===== config.mk =====
export PLATFORM = sky130hd
export DESIGN_NAME = amp_red_cell
export DESIGN_NICKNAME = d
export VERILOG_FILES = /design/src/hw/rtl/amp_red_cell.sv
export SDC_FILE = /design/constraint.sdc
export NUM_CORES = 1
export LEC_CHECK = 0
export BUFFER_PORTS_ARGS = -buffer_cell sky130_fd_sc_hd__buf_4
export CORE_MARGIN = 2
export CORE_UTILIZATION = 32
export CTS_CLUSTER_SIZE = 12
export DETAILED_ROUTE_END_ITERATION = 8
export PLACE_DENSITY = 0.52
export SLEW_MARGIN = 15
export SYNTH_ARGS = -nofsm -noshare
export SYNTH_HDL_FRONTEND = slang
export SYNTH_SLANG_ARGS = --single-unit

===== constraint.sdc =====
create_clock -name clk -period 13.9 [get_ports clk]
set_input_delay 0.695 -clock clk [delete_from_list [all_inputs] [get_ports clk]]
set_output_delay 0.695 -clock clk [all_outputs]
set_load 0.01 [all_outputs]

===== src/hw/rtl/amp_red_cell.sv =====
// One reduction cell: folds one bit of each of three operands into its residue mod m.
`default_nettype none
module amp_red_cell #(
    parameter int MW = 31,
    parameter int RN = 32
) (
    input  wire logic          clk,
    input  wire logic          rst_n,
    input  wire logic [MW-1:0] m,
    input  wire logic          in_valid,
    output logic               in_ready,
    input  wire logic          in_op,
    input  wire logic [RN-1:0] in_sv,
    input  wire logic [RN-1:0] in_ss,
    input  wire logic [RN-1:0] in_sx,
    input  wire logic [MW-1:0] in_rv,
    input  wire logic [MW-1:0] in_rs,
    input  wire logic [MW-1:0] in_rx,
    output logic               out_valid,
    input  wire logic          out_ready,
    output logic               out_op,
    output logic [RN-1:0]      out_sv,
    output logic [RN-1:0]      out_ss,
    output logic [RN-1:0]      out_sx,
    output logic [MW-1:0]      out_rv,
    output logic [MW-1:0]      out_rs,
    output logic [MW-1:0]      out_rx
);

    logic              valid_reg;
    logic              op_reg;
    logic [RN-1:0]     sv_reg, ss_reg, sx_reg;
    logic [MW-1:0]     rv_reg, rs_reg, rx_reg;
    logic [MW-1:0]     rv_next, rs_next, rx_next;
    logic [MW:0]       tv, ts, tx;
    logic [MW:0]       mx;

    // Shift the next bit into each residue and subtract m once if needed
    always_comb
    begin
        mx = {1'b0, m};
        tv = {in_rv, in_sv[RN-1]};
        ts = {in_rs, in_ss[RN-1]};
        tx = {in_rx, in_sx[RN-1]};
        if (tv >= mx)
        begin
            tv = tv - mx;
        end
        if (ts >= mx)
        begin
            ts = ts - mx;
        end
        if (tx >= mx)
        begin
            tx = tx - mx;
        end
        rv_next = tv[MW-1:0];
        rs_next = ts[MW-1:0];
        rx_next = tx[MW-1:0];
    end

    assign in_ready = !valid_reg || out_ready;

    // Hold the stage valid flag
    always_ff @(posedge clk or negedge rst_n)
    begin
        if (!rst_n)
        begin
            valid_reg <= 1'b0;
        end
        else if (in_ready)
        begin
            valid_reg <= in_valid;
        end
    end

    // Advance the payload
    always_ff @(posedge clk)
    begin
        if (in_ready && in_valid)
        begin
            op_reg <= in_op;
            sv_reg <= {in_sv[RN-2:0], 1'b0};
            ss_reg <= {in_ss[RN-2:0], 1'b0};
            sx_reg <= {in_sx[RN-2:0], 1'b0};
            rv_reg <= rv_next;
            rs_reg <= rs_next;
            rx_reg <= rx_next;
        end
    end

    assign out_valid = valid_reg;
    assign out_op    = op_reg;
    assign out_sv    = sv_reg;
    assign out_ss    = ss_reg;
    assign out_sx    = sx_reg;
    assign out_rv    = rv_reg;
    assign out_rs    = rs_reg;
    assign out_rx    = rx_reg;

endmodule
`default_nettype wire


==> impl_results.md <==
* Synth top area share at between 40 and 50%
* CTS Buffer Depth at 2
* Crit. End Element: flip-flop
* Hold Buf Count CTS at 1
* DRC at 0
* TritonCTS Sinks at roughly 190
* Cell Rows at 70
* Worst-margin pin slew at 1030 ps
* Synth-to-layout area growth at 34.7%
* Total core area at 36400 µm²
* Final Instance Count excl. Fillers at ~2000
* Worst skew pair latency at roughly 450 ps
* Synth cell types at between 60 and 70
* Die H at a little under 200 µm
* Period utilization at a little over a quarter
* Synth Cell Area at about 12000 µm²
* Critical Path RT at around 14000 ps
* Primary FF master, synth: edfxtp_1
* Top cells by area, synth: edfxtp_1 48%, ha_1 9.9%, o21ai_0 4.3%, a21oi_1 3.4%, nand2_1 3.4%
* Nets at about 1800
* RSZ-0062 raised after global routing: no
* Yosys warns at 0
* Post-route antenna net violation count at 0
* Post-Synthesis Cells at between 1000 and 1500
* WL final at between 40000 and 50000 µm
* Iteration-0 DRC Markers at 535
* Startpoint Class: primary input
* Total global-route track usage at 21.4%
* I/O Pins at ~420
* Max-slew violation count at 0
* Asr flop ratio synth at 0.532%
* Routability cong. at 0.864
* Register-to-register path setup slack at 11390 ps
* Worst IR drop on VDD at around 0.000067 V
* Vias in the first global route at approximately 9800
* Setup TNS at 0 ps
* Most frequent cells in the layout: 417 x buf_4, 187 x edfxtp_1, 106 x nand2_1, 102 x o21ai_0, 93 x ha_1
* Worst R2R Start: out_valid
* CP Data Arrival Time at 3950 ps
* Initial antenna violation count at 6
* Status: completed
* Yosys reg bits at between 150 and 200
* Number of synthesized flops with an enable pin at approximately 190
* Starting Density at between 30 and 40%
* Via count at approximately 10000
* Worst Hold Class: in -> reg
* First-pass GRT wire length at around 61000 µm
* Hpwl dp at 34200 µm
* Fmax at about 270 MHz
* CTS tree: done
* CTS clk-pin slew, worst paths at roughly 70 ps
* Fraction of layout cells with a size suffix above 1 at approximately a third
* Worst rel slew slack at 31.3%
* Syn avg cell area at roughly 11 µm²
* Pin count of the biggest net entering global routing at 73
* CTS buffer count at 17
* CTS H-tree lvls at 4
* Pwr dens at 106 nW/µm²
* Critical path class: in -> reg
* Fin. Hold Viols at 0
* Post-Place Cells at about 1900
* Reg-to-reg endpoint: out_rx[30]
* GRT overflow at 0
* IO buf count at between 400 and 500
* Post-CTS setup buffers at 0
* LEAKAGE at just under 7 nW
* Critical Path Source: m[11]
* Setup violators final at 0
* Maxcap violations at 0
* Max FO, Critical Path at 56
* Avg WL per Cell at approximately 21 µm
* Die area at 38400 µm²
* Root Driver: clkbuf_16
* Worst setup path endpoint: out_rx[4]
* Post-synthesis sequential area ratio at between 40 and 50%
* FF-to-FF path depth at 3
* Most common cell after layout, fill and taps aside: buf_4
* Vias/cell at 5.03
* Die X at slightly below 200 µm
* Post-cts sizing count at 0
* Leading area contributor after synthesis: edfxtp_1
* First-pass iteration count of the detailed router at 6
* Fin crit period at between 3000 and 4000 ps
* Clock skew at 6.04 ps
==> worst min-delay path by stage <==
stage / start / end / slack (ps) / cells past startpoint
final: in_sv[17] / out_sv[18] / 410 / 1
after global routing: in_sv[17] / out_sv[18] / 390 / 1
after CTS: in_ss[12] / out_ss[13] / 380 / 1
after detailed placement: rst_n / out_valid / 470 / 1
after global placement: rst_n / out_valid / 470 / 1
after floorplan: rst_n / out_valid / 400 / 0
==> cell usage after synthesis, drive strengths merged (3+ instances only) <==
cell,instances
inv,51
a211oi,9
o221ai,3
mux2,8
clkbuf,20
a211o,3
edfxtp,187
fa,3
nor2,38
nor3,14
nand2,131
a21oi,82
nand3,18
o31ai,15
o21bai,16
a31oi,14
nor2b,15
or3,3
ha,93
xor2,39
and2,7
o21ai,132
and3,7
a21o,38
xnor2,39
o31a,5
nand2b,15
nand4,21
a21boi,4
o21a,16
buf,19
==> state kept, by name (all words and copies together) (netlist names) <==
name	cells
out_ss	31
out_sx	31
out_op	1
out_valid	1
out_rs	31
out_rx	31
out_rv	31
out_sv	31
==> power breakdown <==
part           internal, mW  switching [mW]  leakage [nW]  total [mW]
Sequential            0.691          0.0150          1.80       0.706
Clock                 0.249           0.237         0.267       0.486
Combinational         0.218           0.267          4.72       0.485
==> per-stage QoR <==
| step | power [mW] | setup WS [ps] | hold slack (ps) | cell area (µm²) | util, % |
|---|---|---|---|---|---|
| 2_1_floorplan | 1.01 | 8150 | 399 | 11800 | - |
| 3_3_place_gp | 1.20 | 9720 | 471 | 15300 | 42.0 |
| 3_5_place_dp | 1.21 | 9640 | 472 | 15300 | 42.0 |
| 4_1_cts | 1.70 | 10140 | 383 | 15900 | 43.6 |
| 5_1_grt | 1.76 | 9900 | 387 | 15900 | 43.6 |
| 6_report | 1.68 | 10150 | 414 | 15900 | 43.6 |
==> per-layer routing <==
metal / share of wire, % / GRT usage, %
met5: 0.16 / 0
met1: 40 / 24.3
met2: 50 / 38.0
met3: 8.3 / 7.43
met4: 1.9 / 5.95
==> cell type report <==
type | instances | area, µm²
antenna | 1 | 2.50
clock buffer | 17 | 425
clock inverter | 15 | 140
fill | 3535 | 20600
inverter | 51 | 191
multi-input combinational | 823 | 5750
sequential | 188 | 5640
tap | 468 | 586
timing repair buffer | 418 | 3140
==> cell families (layout without fill, tap and decap cells) <==
kind of cell | count (synthesis) | after routing | share of synthesized area [%]
compound gates | 354 | 354 | 19.4
xor+xnor | 78 | 78 | 5.80
fa+ha+maj | 96 | 96 | 10.4
buf+inv | 90 | 501 | 3.63
flops | 188 | 188 | 47.9
mux | 10 | 10 | 0.934
other cells | 1 | 4 | 0.0318
simple gates | 282 | 282 | 12.0
==> critical path, cell delays in order <==
cell and delay [ps]:
buf_4 100, inv_1 190, ha_1 330, a21oi_1 550, a31oi_1 290, a21oi_4 240
a31oi_1 220, a211oi_4 200, buf_4 690, mux2_1 380
No activity file was read; power rests on OpenSTA's default activity.
