==> src/hw/rtl/amp_mul_cell.sv <==
// One multiply cell: one step of interleaved modular multiplication, MSB first.
`default_nettype none
module amp_mul_cell #(
    parameter int MW = 31
) (
    input  wire logic          clk,
    input  wire logic          rst_n,
    input  wire logic [MW-1:0] m,
    input  wire logic          in_valid,
    output logic               in_ready,
    input  wire logic          in_op,
    input  wire logic [MW-1:0] in_acc,
    input  wire logic [MW-1:0] in_a,
    input  wire logic [MW-1:0] in_xs,
    input  wire logic [MW-1:0] in_s,
    output logic               out_valid,
    input  wire logic          out_ready,
    output logic               out_op,
    output logic [MW-1:0]      out_acc,
    output logic [MW-1:0]      out_a,
    output logic [MW-1:0]      out_xs,
    output logic [MW-1:0]      out_s
);

    logic          valid_reg;
    logic          op_reg;
    logic [MW-1:0] acc_reg, a_reg, xs_reg, s_reg;
    logic [MW-1:0] acc_next;
    logic [MW+1:0] t, mx;

    // Double the accumulator, add the multiplicand on a set bit, reduce twice
    always_comb
    begin
        mx = {2'b00, m};
        t  = {1'b0, in_acc, 1'b0} + (in_xs[MW-1] ? {2'b00, in_a} : '0);
        if (t >= mx)
        begin
            t = t - mx;
        end
        if (t >= mx)
        begin
            t = t - mx;
        end
        acc_next = t[MW-1:0];
    end

    assign in_ready = !valid_reg || out_ready;

    // Hold the stage valid flag
    always_ff @(posedge clk or negedge rst_n)
    begin
        if (!rst_n)
        begin
            valid_reg <= 1'b0;
        end
        else if (in_ready)
        begin
            valid_reg <= in_valid;
        end
    end

    // Advance the payload
    always_ff @(posedge clk)
    begin
        if (in_ready && in_valid)
        begin
            op_reg  <= in_op;
            acc_reg <= acc_next;
            a_reg   <= in_a;
            xs_reg  <= {in_xs[MW-2:0], 1'b0};
            s_reg   <= in_s;
        end
    end

    assign out_valid = valid_reg;
    assign out_op    = op_reg;
    assign out_acc   = acc_reg;
    assign out_a     = a_reg;
    assign out_xs    = xs_reg;
    assign out_s     = s_reg;

endmodule
`default_nettype wire
==> config.mk <==
export PLATFORM = sky130hd
export DESIGN_NAME = amp_mul_cell
export DESIGN_NICKNAME = d
export VERILOG_FILES = /design/src/hw/rtl/amp_mul_cell.sv
export SDC_FILE = /design/constraint.sdc
export NUM_CORES = 1
export LEC_CHECK = 0
export BUFFER_PORTS_ARGS = -buffer_cell sky130_fd_sc_hd__buf_2
export CAP_MARGIN = 20
export CORE_MARGIN = 4
export CORE_UTILIZATION = 45
export CTS_BUF_LIST = sky130_fd_sc_hd__clkbuf_4
export DETAILED_ROUTE_END_ITERATION = 10
export PLACE_DENSITY = 0.73
export SYNTH_ARGS = -nofsm -noshare
export SYNTH_HDL_FRONTEND = slang
export SYNTH_SLANG_ARGS = --single-unit
==> constraint.sdc <==
create_clock -name clk -period 3.7 [get_ports clk]
set_input_delay 0.925 -clock clk [delete_from_list [all_inputs] [get_ports clk]]
set_output_delay 0.925 -clock clk [all_outputs]
set_load 0.01 [all_outputs]
==> results of run 1 <==
==> metrics by stage <==
step	TNS (ps)	worst slack (ps)	utilization	std cells	power, W
after floorplan	-118330	-3830	-	947	0.00551
final	-117810	-3850	0.711	1884	0.00908
after global placement	-135420	-4380	0.673	1821	0.00761
after global routing	-124390	-4060	0.711	1884	0.00963
after detailed placement	-140520	-4550	0.673	1821	0.00773
after CTS	-110810	-3620	0.705	1876	0.00895
==> how the worst max path moves through the flow <==
stage,start,endpoint,slack (ps),cells past startpoint
6_report,in_xs[30],out_acc[8],-3850,34
3_5_place_dp,in_xs[30],out_acc[14],-4550,36
5_1_grt,in_xs[30],out_acc[13],-4060,35
2_1_floorplan,in_xs[30],out_acc[10],-3830,36
3_3_place_gp,in_xs[30],out_acc[2],-4380,36
4_1_cts,in_xs[30],out_acc[13],-3620,35
==> worst max-delay path: cells and delay by family <==
| kind | cells | cell delay, ps |
|---|---|---|
| and+or+nand+nor | 8 | 780 |
| adders and majority gates | 4 | 950 |
| AOI/OAI and AO/OA | 13 | 3470 |
| muxes | 2 | 650 |
| xor gates and xnor gates | 1 | 310 |
| buffers and inverters | 6 | 800 |
==> synthesized netlist by cell type (4+ instances only) <==
master / instances / area (µm²)
and2_1: 33 / 206
inv_1: 48 / 180
and4_1: 6 / 52.6
a311oi_1: 4 / 35.0
nand2b_1: 12 / 75.1
a31oi_1: 14 / 87.6
o211ai_1: 8 / 60.1
o21a_1: 12 / 90.1
nor2_1: 46 / 173
o21ai_0: 40 / 200
xnor2_1: 45 / 394
clkbuf_1: 23 / 86.3
mux2i_1: 5 / 50.1
a2111oi_0: 4 / 35.0
a21o_1: 49 / 368
or2_2: 4 / 25.0
nand4_1: 16 / 100
mux2_4: 27 / 405
ha_1: 92 / 1150
nor3_1: 12 / 60.1
xor2_1: 33 / 289
o21bai_1: 9 / 67.6
a21oi_1: 83 / 415
edfxtp_1: 124 / 3720
nor2b_1: 13 / 81.3
nand2_1: 56 / 210
o31ai_1: 4 / 30.0
mux2_2: 28 / 315
o31a_1: 4 / 35.0
and3_1: 12 / 75.1
a211oi_1: 12 / 90.1
nand3_1: 17 / 85.1
==> layer usage <==
layer,GRT usage,wire [µm]
met4,0.0929,963
met5,0,30
met2,0.449,15900
met3,0.0506,2400
met1,0.352,14500
==> state kept, by name (all words and copies together) (netlist names) <==
name / flops
out_xs: 30
out_acc: 31
out_op: 1
out_s: 31
out_a: 31
out_valid: 1
==> area by class of cell <==
cell class                 instances  area share
antenna                            3    0.000499
clock buffer                      17     0.00849
clock inverter                    15     0.00982
inverter                          48      0.0120
multi-input combinational        744       0.412
sequential                       125       0.249
tap                              275      0.0229
timing repair buffer             657       0.285
==> timing repair <==
action	4_1_cts	5_1_grt
buffers inserted	22	5
gates resized for setup	46	15
pin swaps	16	13
gates cloned	1	0
setup endpoints to repair	31	31
==> power groups by stage <==
stage	Combinational (W)	Clock [W]	Sequential, W
2_1_floorplan	0.00337	0	0.00215
3_3_place_gp	0.00556	0	0.00205
3_5_place_dp	0.00569	0	0.00204
4_1_cts	0.00591	0.00103	0.00202
5_1_grt	0.00649	0.00110	0.00203
6_report	0.00605	0.00102	0.00202
==> cells by family (layout without fill, tap and decap cells) <==
kind of cell / Yosys count / count (layout) / synth area share
XOR/XNOR: 78 / 78 / 0.0701
other: 1 / 4 / 0.000385
AO/OA/AOI/OAI: 270 / 270 / 0.181
flip-flops: 125 / 125 / 0.385
AND/OR/NAND/NOR: 238 / 238 / 0.126
buffers and inverters: 78 / 737 / 0.0327
adder cells (fa/ha/maj): 95 / 95 / 0.124
multiplexers: 62 / 62 / 0.0814
==> reports/results.ini, run 1 <==
[power_and_ir_drop]
p_int_w=0.00562
power_leakage_nw=7.36
clkPwrFrac=0.112
switching_share=0.381
ir_drop_v=0.000556
power_frac_comb=0.666
sequentialPowerShare=0.222
p_switching_w=0.00346
powerDensity_nw_per_um2=604

[final_layout]
drive_gt1_frac=0.515
seq_area_um2=3750
nets=1848
fillers=1577
final_common_cell=buf_4
mostFrequentLayoutCells=buf_4, buf_2, edfxtp_1
area_growth_pct=54.3
finalInstanceArea_um2=15000
multi_input_area_um2=6190

[global_route]
grt_pass1_wl_mm=51.5
grt_use_total=0.269
antenna_found_initial=5
grt_start_max_net_pins=64
grt_pass1_vias=10000
gr-total-overflow=0

[clock_network]
cts_max_path_buffers=2
cts_root_buf=clkbuf_4
ctsHoldBuffers=0
cts_tree=done
cts.sinks=125
numCtsBuffers=17
worstSkewPairLatency_ps=580
cts.htree.levels=4
clk_pin_slew_ps=150

[sta]
rsz0062_at_grt=true
setup_viol=31
worstMarginPinSlew_ps=527
max-slew-margin-rel=0.646
setup_slack_ps=-3850
fin_crit_sh=2.04
finalHoldViolCount=0
worst_clock_skew_ps=32.5
clock.fmax_ghz=0.132
drv_slew=0
whs_ps=84.2
min_period_ps=7550

[yosys]
ys_async_sr_fraction=0.00800
ys_seq_area_frac=0.385
ys_warn_count=0
synth-seq-cells=125
syn_area_per_cell_um2=10.3
syn_area_um2=9740
yosysUniqueCellTypes=64
netlist_instances=947
ys.flop_type=edfxtp_1
synthesis.nets=1202
synth_edf_count=124

[worst_setup_path]
path_class=input port to flop
crit_fanout=23
worstReg2RegEnd=out_acc[18]
critPathLaunchType=input port
reg2reg_from=out_valid
required_ps=4040
worstPathArrival_ps=7890
cpMaxStageDelayCell=a221o_2
slowest_delay_ps=400
cp-end-kind=flop
r2r_slack_ps=1880
reg2reg_depth=3

[routing]
ant_nets=0
routed-via-count=9997
drt_iter0_markers=652
first_pass_iters=5
drc=0
post_drt_wl_per_cell_um=17.9
drt-vias-per-instance=5.31
drt_wl_total_mm=33.7

[min_path]
hold_path_class=input port to asynchronous set/reset pin

[floorplan]
ioPinCount=287
rows=53
die_y_um=155
die_x_um=155
coreArea_um2=21200
die_area_um2=24100
initial_core_util=0.461

[placement]
place_congestion=1.02
hpwl_mm=26.5
placed_area_um2=14200
io_buffers=285

[status]
violations=negative setup slack
outcome=finished with violations

[job]
maxCapViolCount=0

No activity file was read; power rests on OpenSTA's default activity.
==> run 2: changes to the inputs <==
Settings changed: CTS_BUF_LIST sky130_fd_sc_hd__clkbuf_4 to default.
==> reports/results.ini, run 2 (synthesis results as in run 1) <==
[clock_network]
cts_root_buf=clkbuf_16
worstSkewPairLatency_ps=420  ; -160 ps
clk_pin_slew_ps=70  ; -80 ps
numCtsBuffers=17  ; unchanged
ctsHoldBuffers=0  ; unchanged
cts_tree=done
cts.htree.levels=4  ; unchanged
cts_max_path_buffers=2  ; unchanged
cts.sinks=125  ; unchanged

[worst_setup_path]
required_ps=3870  ; -170 ps
crit_fanout=12  ; -48%
worstPathArrival_ps=7920  ; +30 ps
path_class=input port to flop
reg2reg_depth=3  ; unchanged
cp-end-kind=flop
slowest_delay_ps=490  ; +90 ps
critPathLaunchType=input port
cpMostUsedCell=ha_4
reg2reg_from=out_valid
worstReg2RegEnd=out_acc[22]
r2r_slack_ps=1890  ; about the same
cpMaxStageDelayCell=a221o_2

[sta]
worstMarginPinSlew_ps=538  ; +11.4 ps
whs_ps=260  ; +176 ps
clock.fmax_ghz=0.129  ; -2.5%
setup_viol=31  ; unchanged
setup_slack_ps=-4040  ; -194 ps
max-slew-margin-rel=0.638  ; -0.00768
finalHoldViolCount=0  ; unchanged
drv_slew=0  ; unchanged
rsz0062_at_grt=true
min_period_ps=7740  ; +194 ps
fin_crit_sh=2.09  ; +0.0525
worst_clock_skew_ps=10.5  ; -22.1 ps

[global_route]
gr-total-overflow=0  ; unchanged
antenna_found_initial=4  ; -1
grt_pass1_wl_mm=51.9  ; +0.75%
grt_start_max_net_pins=64  ; unchanged
grt_pass1_vias=10100  ; +0.24%
grt_use_total=0.271  ; +0.00182

[final_layout]
stdcell_count=1889  ; +0.27%
area_growth_pct=58.1
fillers=1517  ; -3.8%
final_core_util=0.728  ; +0.0176
drive_gt1_frac=0.520  ; +0.00491
nets=1854  ; +0.32%
final_common_cell=buf_4
mostFrequentLayoutCells=buf_4, buf_2, edfxtp_1

[power_and_ir_drop]
finalPower_w=0.00987  ; +8.7%
powerDensity_nw_per_um2=641  ; +6.1%
power_leakage_nw=7.53  ; +2.4%
ir_drop_v=0.000546  ; -1.9%

[job]
maxCapViolCount=0  ; unchanged

[placement]
hpwl_mm=26.5  ; unchanged
io_buffers=285  ; unchanged
place_congestion=1.02  ; unchanged
dp_cells=1821  ; unchanged

[floorplan]
coreArea_um2=21200  ; unchanged
die_y_um=155  ; unchanged
rows=53  ; unchanged
die_area_um2=24100  ; unchanged
die_x_um=155  ; unchanged
initial_core_util=0.461  ; unchanged
ioPinCount=287  ; unchanged

[routing]
ant_nets=0  ; unchanged
drt_wl_total_mm=34.6  ; +2.6%
first_pass_iters=7  ; +2
drc=0  ; unchanged
drt-vias-per-instance=5.34  ; +0.57%
drt_iter0_markers=672  ; +3.1%
routed-via-count=10100  ; +0.84%
post_drt_wl_per_cell_um=18.3  ; +2.3%

[status]
outcome=finished with violations
violations=negative setup slack

[min_path]
hold_path_class=input port to asynchronous set/reset pin

-- run 2: cell count changes in the layout (fill, tap and decap cells not counted), moves of 2 or more --
cell       delta
clkbuf_16    +18
clkbuf_4     -17
buf_4         +4
and4_1        -3
a21oi_2       +2
and4_4        +2
o21ai_0       +2
o21ai_1       -2
-- run 2: how the worst max path moves through the flow --
stage,endpoint,cells after the start,slack [ps],from
3_5_place_dp,out_acc[14],36,-4550,in_xs[30]
6_report,out_acc[8],36,-4040,in_xs[30]
5_1_grt,out_acc[13],35,-4300,in_xs[30]
2_1_floorplan,out_acc[10],36,-3830,in_xs[30]
4_1_cts,out_acc[8],35,-3800,in_xs[30]
3_3_place_gp,out_acc[2],36,-4380,in_xs[30]
-- run 2: what timing repair did --
action,4_1_cts,5_1_grt
endpoints found under the setup margin,31,31
setup buffers,22,9
gates resized for setup,39,26
pin swaps,10,6
gates cloned,1,2
-- run 2: routing by layer --
metal	vias to the layer above	wire, µm	global-route usage
li1	4860	-	-
met5	-	29	0
met3	91	2670	0.0506
met1	4679	14400	0.350
met2	447	16300	0.451
met4	4	1230	0.110
-- run 2: power by group --
| group | total [W] | internal (W) | switching [W] |
|---|---|---|---|
| clock | 0.00168 | 0.000945 | 0.000730 |
| sequential | 0.00202 | 0.00194 | 0.0000864 |
| combinational | 0.00617 | 0.00340 | 0.00277 |
-- run 2: worst max-delay path, delay by kind of cell --
family,cells,cell delay [ps]
AND/OR/NAND/NOR,10,1210
XOR/XNOR,1,210
adder cells (fa/ha/maj),4,870
multiplexers,2,640
AO/OA/AOI/OAI,13,3340
buffers and inverters,6,730
-- run 2: layout make-up --
cell class | count | area (µm²) | share of cell area
clock inverters | 15 | 148 | 0.00958
well taps | 275 | 344 | 0.0223
diodes | 2 | 5.00 | 0.000325
repair buffers | 663 | 4350 | 0.282
multi-input cells | 744 | 6200 | 0.403
flip-flops and latches | 125 | 3750 | 0.243
clock buffers | 17 | 425 | 0.0276
inverters | 48 | 180 | 0.0117
-- run 2: per-stage QoR --
| step | setup WS (ps) | TNS [ps] | instance area, µm² |
|---|---|---|---|
| floorplan | -3830 | -118330 | 10100 |
| global placement | -4380 | -135420 | 14200 |
| detailed placement | -4550 | -140520 | 14200 |
| CTS | -3800 | -116900 | 15200 |
| global route | -4300 | -132620 | 15400 |
| finish | -4040 | -124480 | 15400 |
==> run 3: changes to the inputs <==
Settings changed: ABC_AREA from default to 1, PLACE_DENSITY 0.73 to 0.72.
==> reports/results.ini, run 3 <==
[global_route]
gr-total-overflow=0  ; unchanged
antenna_found_initial=0  ; -4
grt_pass1_vias=12200  ; +21%
grt_start_max_net_pins=55  ; -14%
grt_use_total=0.295  ; +0.0238
grt_pass1_wl_mm=58.3  ; +12%

[floorplan]
die_y_um=158  ; +2.0%
coreArea_um2=22000  ; +4.1%
die_x_um=158  ; +2.0%
initial_core_util=0.461  ; about the same
die_area_um2=25000  ; +4.0%
rows=54  ; +1.9%
ioPinCount=287  ; unchanged

[yosys]
ys_async_sr_fraction=0.00800  ; unchanged
syn_area_um2=10200  ; +4.2%
yosysTopAreaCell=edfxtp_1
netlist_instances=1311  ; +38%
synth-seq-cells=125  ; unchanged
syn_area_per_cell_um2=7.74  ; -25%
synth_area_leaders=edfxtp_1, nand2_1, ha_1
ys_seq_area_frac=0.369  ; -0.0155
ys_warn_count=0  ; unchanged
ys.flop_type=edfxtp_1
synthTopCellsByCount=nand2_1, inv_1, edfxtp_1, a21oi_1, ha_1
yosys.cell_count.top_type=nand2_1
synth_top_area_frac=0.367  ; -0.0154
synthesis.nets=1566  ; +30%
synth_edf_count=124  ; unchanged
yosysUniqueCellTypes=44  ; -31%

[clock_network]
worstSkewPairLatency_ps=450  ; +30 ps
numCtsBuffers=17  ; unchanged
cts.sinks=125  ; unchanged
cts_tree=done
ctsHoldBuffers=0  ; unchanged
cts_max_path_buffers=2  ; unchanged
clk_pin_slew_ps=60  ; about the same
cts.htree.levels=4  ; unchanged
cts_root_buf=clkbuf_16

[worst_setup_path]
r2r_slack_ps=2020  ; +130 ps
slowest_delay_ps=340  ; -150 ps
path_class=input port to flop
cpMaxStageDelayCell=ha_1
cpMostUsedCell=nand2_2
required_ps=3880  ; about the same
crit_fanout=8  ; -4
critPathLaunchType=input port
worstPathArrival_ps=6620  ; -1300 ps
cp-end-kind=flop

[routing]
drt-vias-per-instance=5.32  ; -0.23%
drt_iter0_markers=944  ; +40%
drt_wl_total_mm=42.9  ; +24%
post_drt_wl_per_cell_um=18.3  ; -0.20%
ant_nets=0  ; unchanged
routed-via-count=12500  ; +24%
drc=0  ; unchanged
first_pass_iters=8  ; +1

[power_and_ir_drop]
ir_drop_v=0.000493  ; -9.7%
powerDensity_nw_per_um2=666  ; +4.0%
power_leakage_nw=9.01  ; +20%

[placement]
dp_cells=2286  ; +26%
pre_cts_ws_ps=-3450  ; +1100 ps
place_congestion=0.954  ; -6.0%
io_buffers=285  ; unchanged
hpwl_mm=29.9  ; +13%

[sta]
setup_viol=31  ; unchanged
clock.fmax_ghz=0.155  ; +20%
fin_crit_sh=1.74  ; -0.352
finalHoldViolCount=0  ; unchanged
rsz0062_at_grt=true
max-slew-margin-rel=0.605  ; -0.0325
setup_slack_ps=-2740  ; +1300 ps
tns_ps=-83400  ; +41080 ps
drv_slew=0  ; unchanged
min_period_ps=6440  ; -1300 ps
worst_clock_skew_ps=12.1  ; +1.63 ps
worstMarginPinSlew_ps=590  ; +52.1 ps

[final_layout]
drive_gt1_frac=0.532  ; +0.0125
area_growth_pct=77.3
num_antenna_cells=0  ; -2
final_common_cell=buf_4
nets=2310  ; +25%
stdcell_count=2348  ; +24%
mostFrequentLayoutCells=buf_4, buf_2, nand2_1

[min_path]
hold_path_class=input port to asynchronous set/reset pin

[status]
outcome=finished with violations
violations=negative setup slack

[job]
maxCapViolCount=0  ; unchanged

run 3: changes by cell type in the layout (fill, tap and decap cells not counted), moves of 21 or more:
cell	change
and2_1	-29
ha_1	-28
nand2_4	+36
nand2_1	+229
buf_4	+60
mux2_2	-21
a21o_1	-33
inv_1	+115
a21oi_2	+26
nand2_2	+67
ha_4	+29
mux2_4	-36
run 3: final timing paths:
| check | from | to | depth (start not counted) |
|---|---|---|---|
| worst min register to register | out_valid | out_valid | 2 |
| max in group asynchronous | rst_n | out_valid | 1 |
| worst max-delay path | in_xs[30] | out_acc[0] | 45 |
| worst max register to register | out_valid | out_xs[21] | 2 |
| worst min-delay path | rst_n | out_valid | 1 |
| min in group clk | out_valid | out_valid | 2 |
run 3: timing repair:
item                                    CTS  global route
gates cloned                              3             5
resized for setup                        69           276
pin swaps                                23           107
hold endpoints to repair                  0             0
setup buffers                             8            14
endpoints found under the setup margin   31            31
run 3: logic make-up (layout without fill, tap and decap cells):
group                    Yosys count  count (layout)  share of synthesized area
adder cells (fa/ha/maj)           95              95                      0.119
XOR/XNOR                          83              83                     0.0716
flip-flops                       125             125                      0.369
AND/OR/NAND/NOR                  558             559                      0.223
AO/OA/AOI/OAI                    247             247                      0.138
other                              1               1                   0.000369
buffers and inverters            202             958                     0.0789
run 3: where the power goes:
group / switching, W / internal [W] / leakage [nW]
logic: 0.00421 / 0.00380 / 7.49
clock network: 0.000767 / 0.00122 / 0.322
registers: 0.0000610 / 0.00194 / 1.19
run 3: stage by stage:
stage | total power (W) | utilization | hold WS, ps | cell area (µm²)
2_1_floorplan | 0.00536 | - | 629 | 10700
6_report | 0.0120 | 0.817 | 260 | 18000
3_3_place_gp | 0.00825 | 0.706 | 559 | 15500
3_5_place_dp | 0.00832 | 0.706 | 607 | 15500
4_1_cts | 0.0106 | 0.753 | 259 | 16600
5_1_grt | 0.0126 | 0.817 | 249 | 18000
run 3: layout make-up:
class                      instances  area [µm²]
inverter                         186         716
timing repair inverter             2        15.0
tap                              280         350
multi-input combinational        985        7420
clock buffer                      18         429
timing repair buffer             738        5090
clock inverter                    14         231
sequential                       125        3750
fill                            1405        4030
run 3: critical path, delay by kind of cell:
family | cells | cell delay, ps
simple gates | 16 | 1470
xor+xnor | 1 | 320
fa+ha+maj | 3 | 880
compound gates | 13 | 1680
buf+inv | 12 | 1310
run 3: routing by layer:
layer / vias to the layer above / share of wire / global-route usage
li1: 5861 / - / -
met1: 5888 / 0.37 / 0.335
met2: 584 / 0.51 / 0.545
met3: 169 / 0.071 / 0.0478
met4: 0 / 0.045 / 0.125
met5: - / 0 / 0
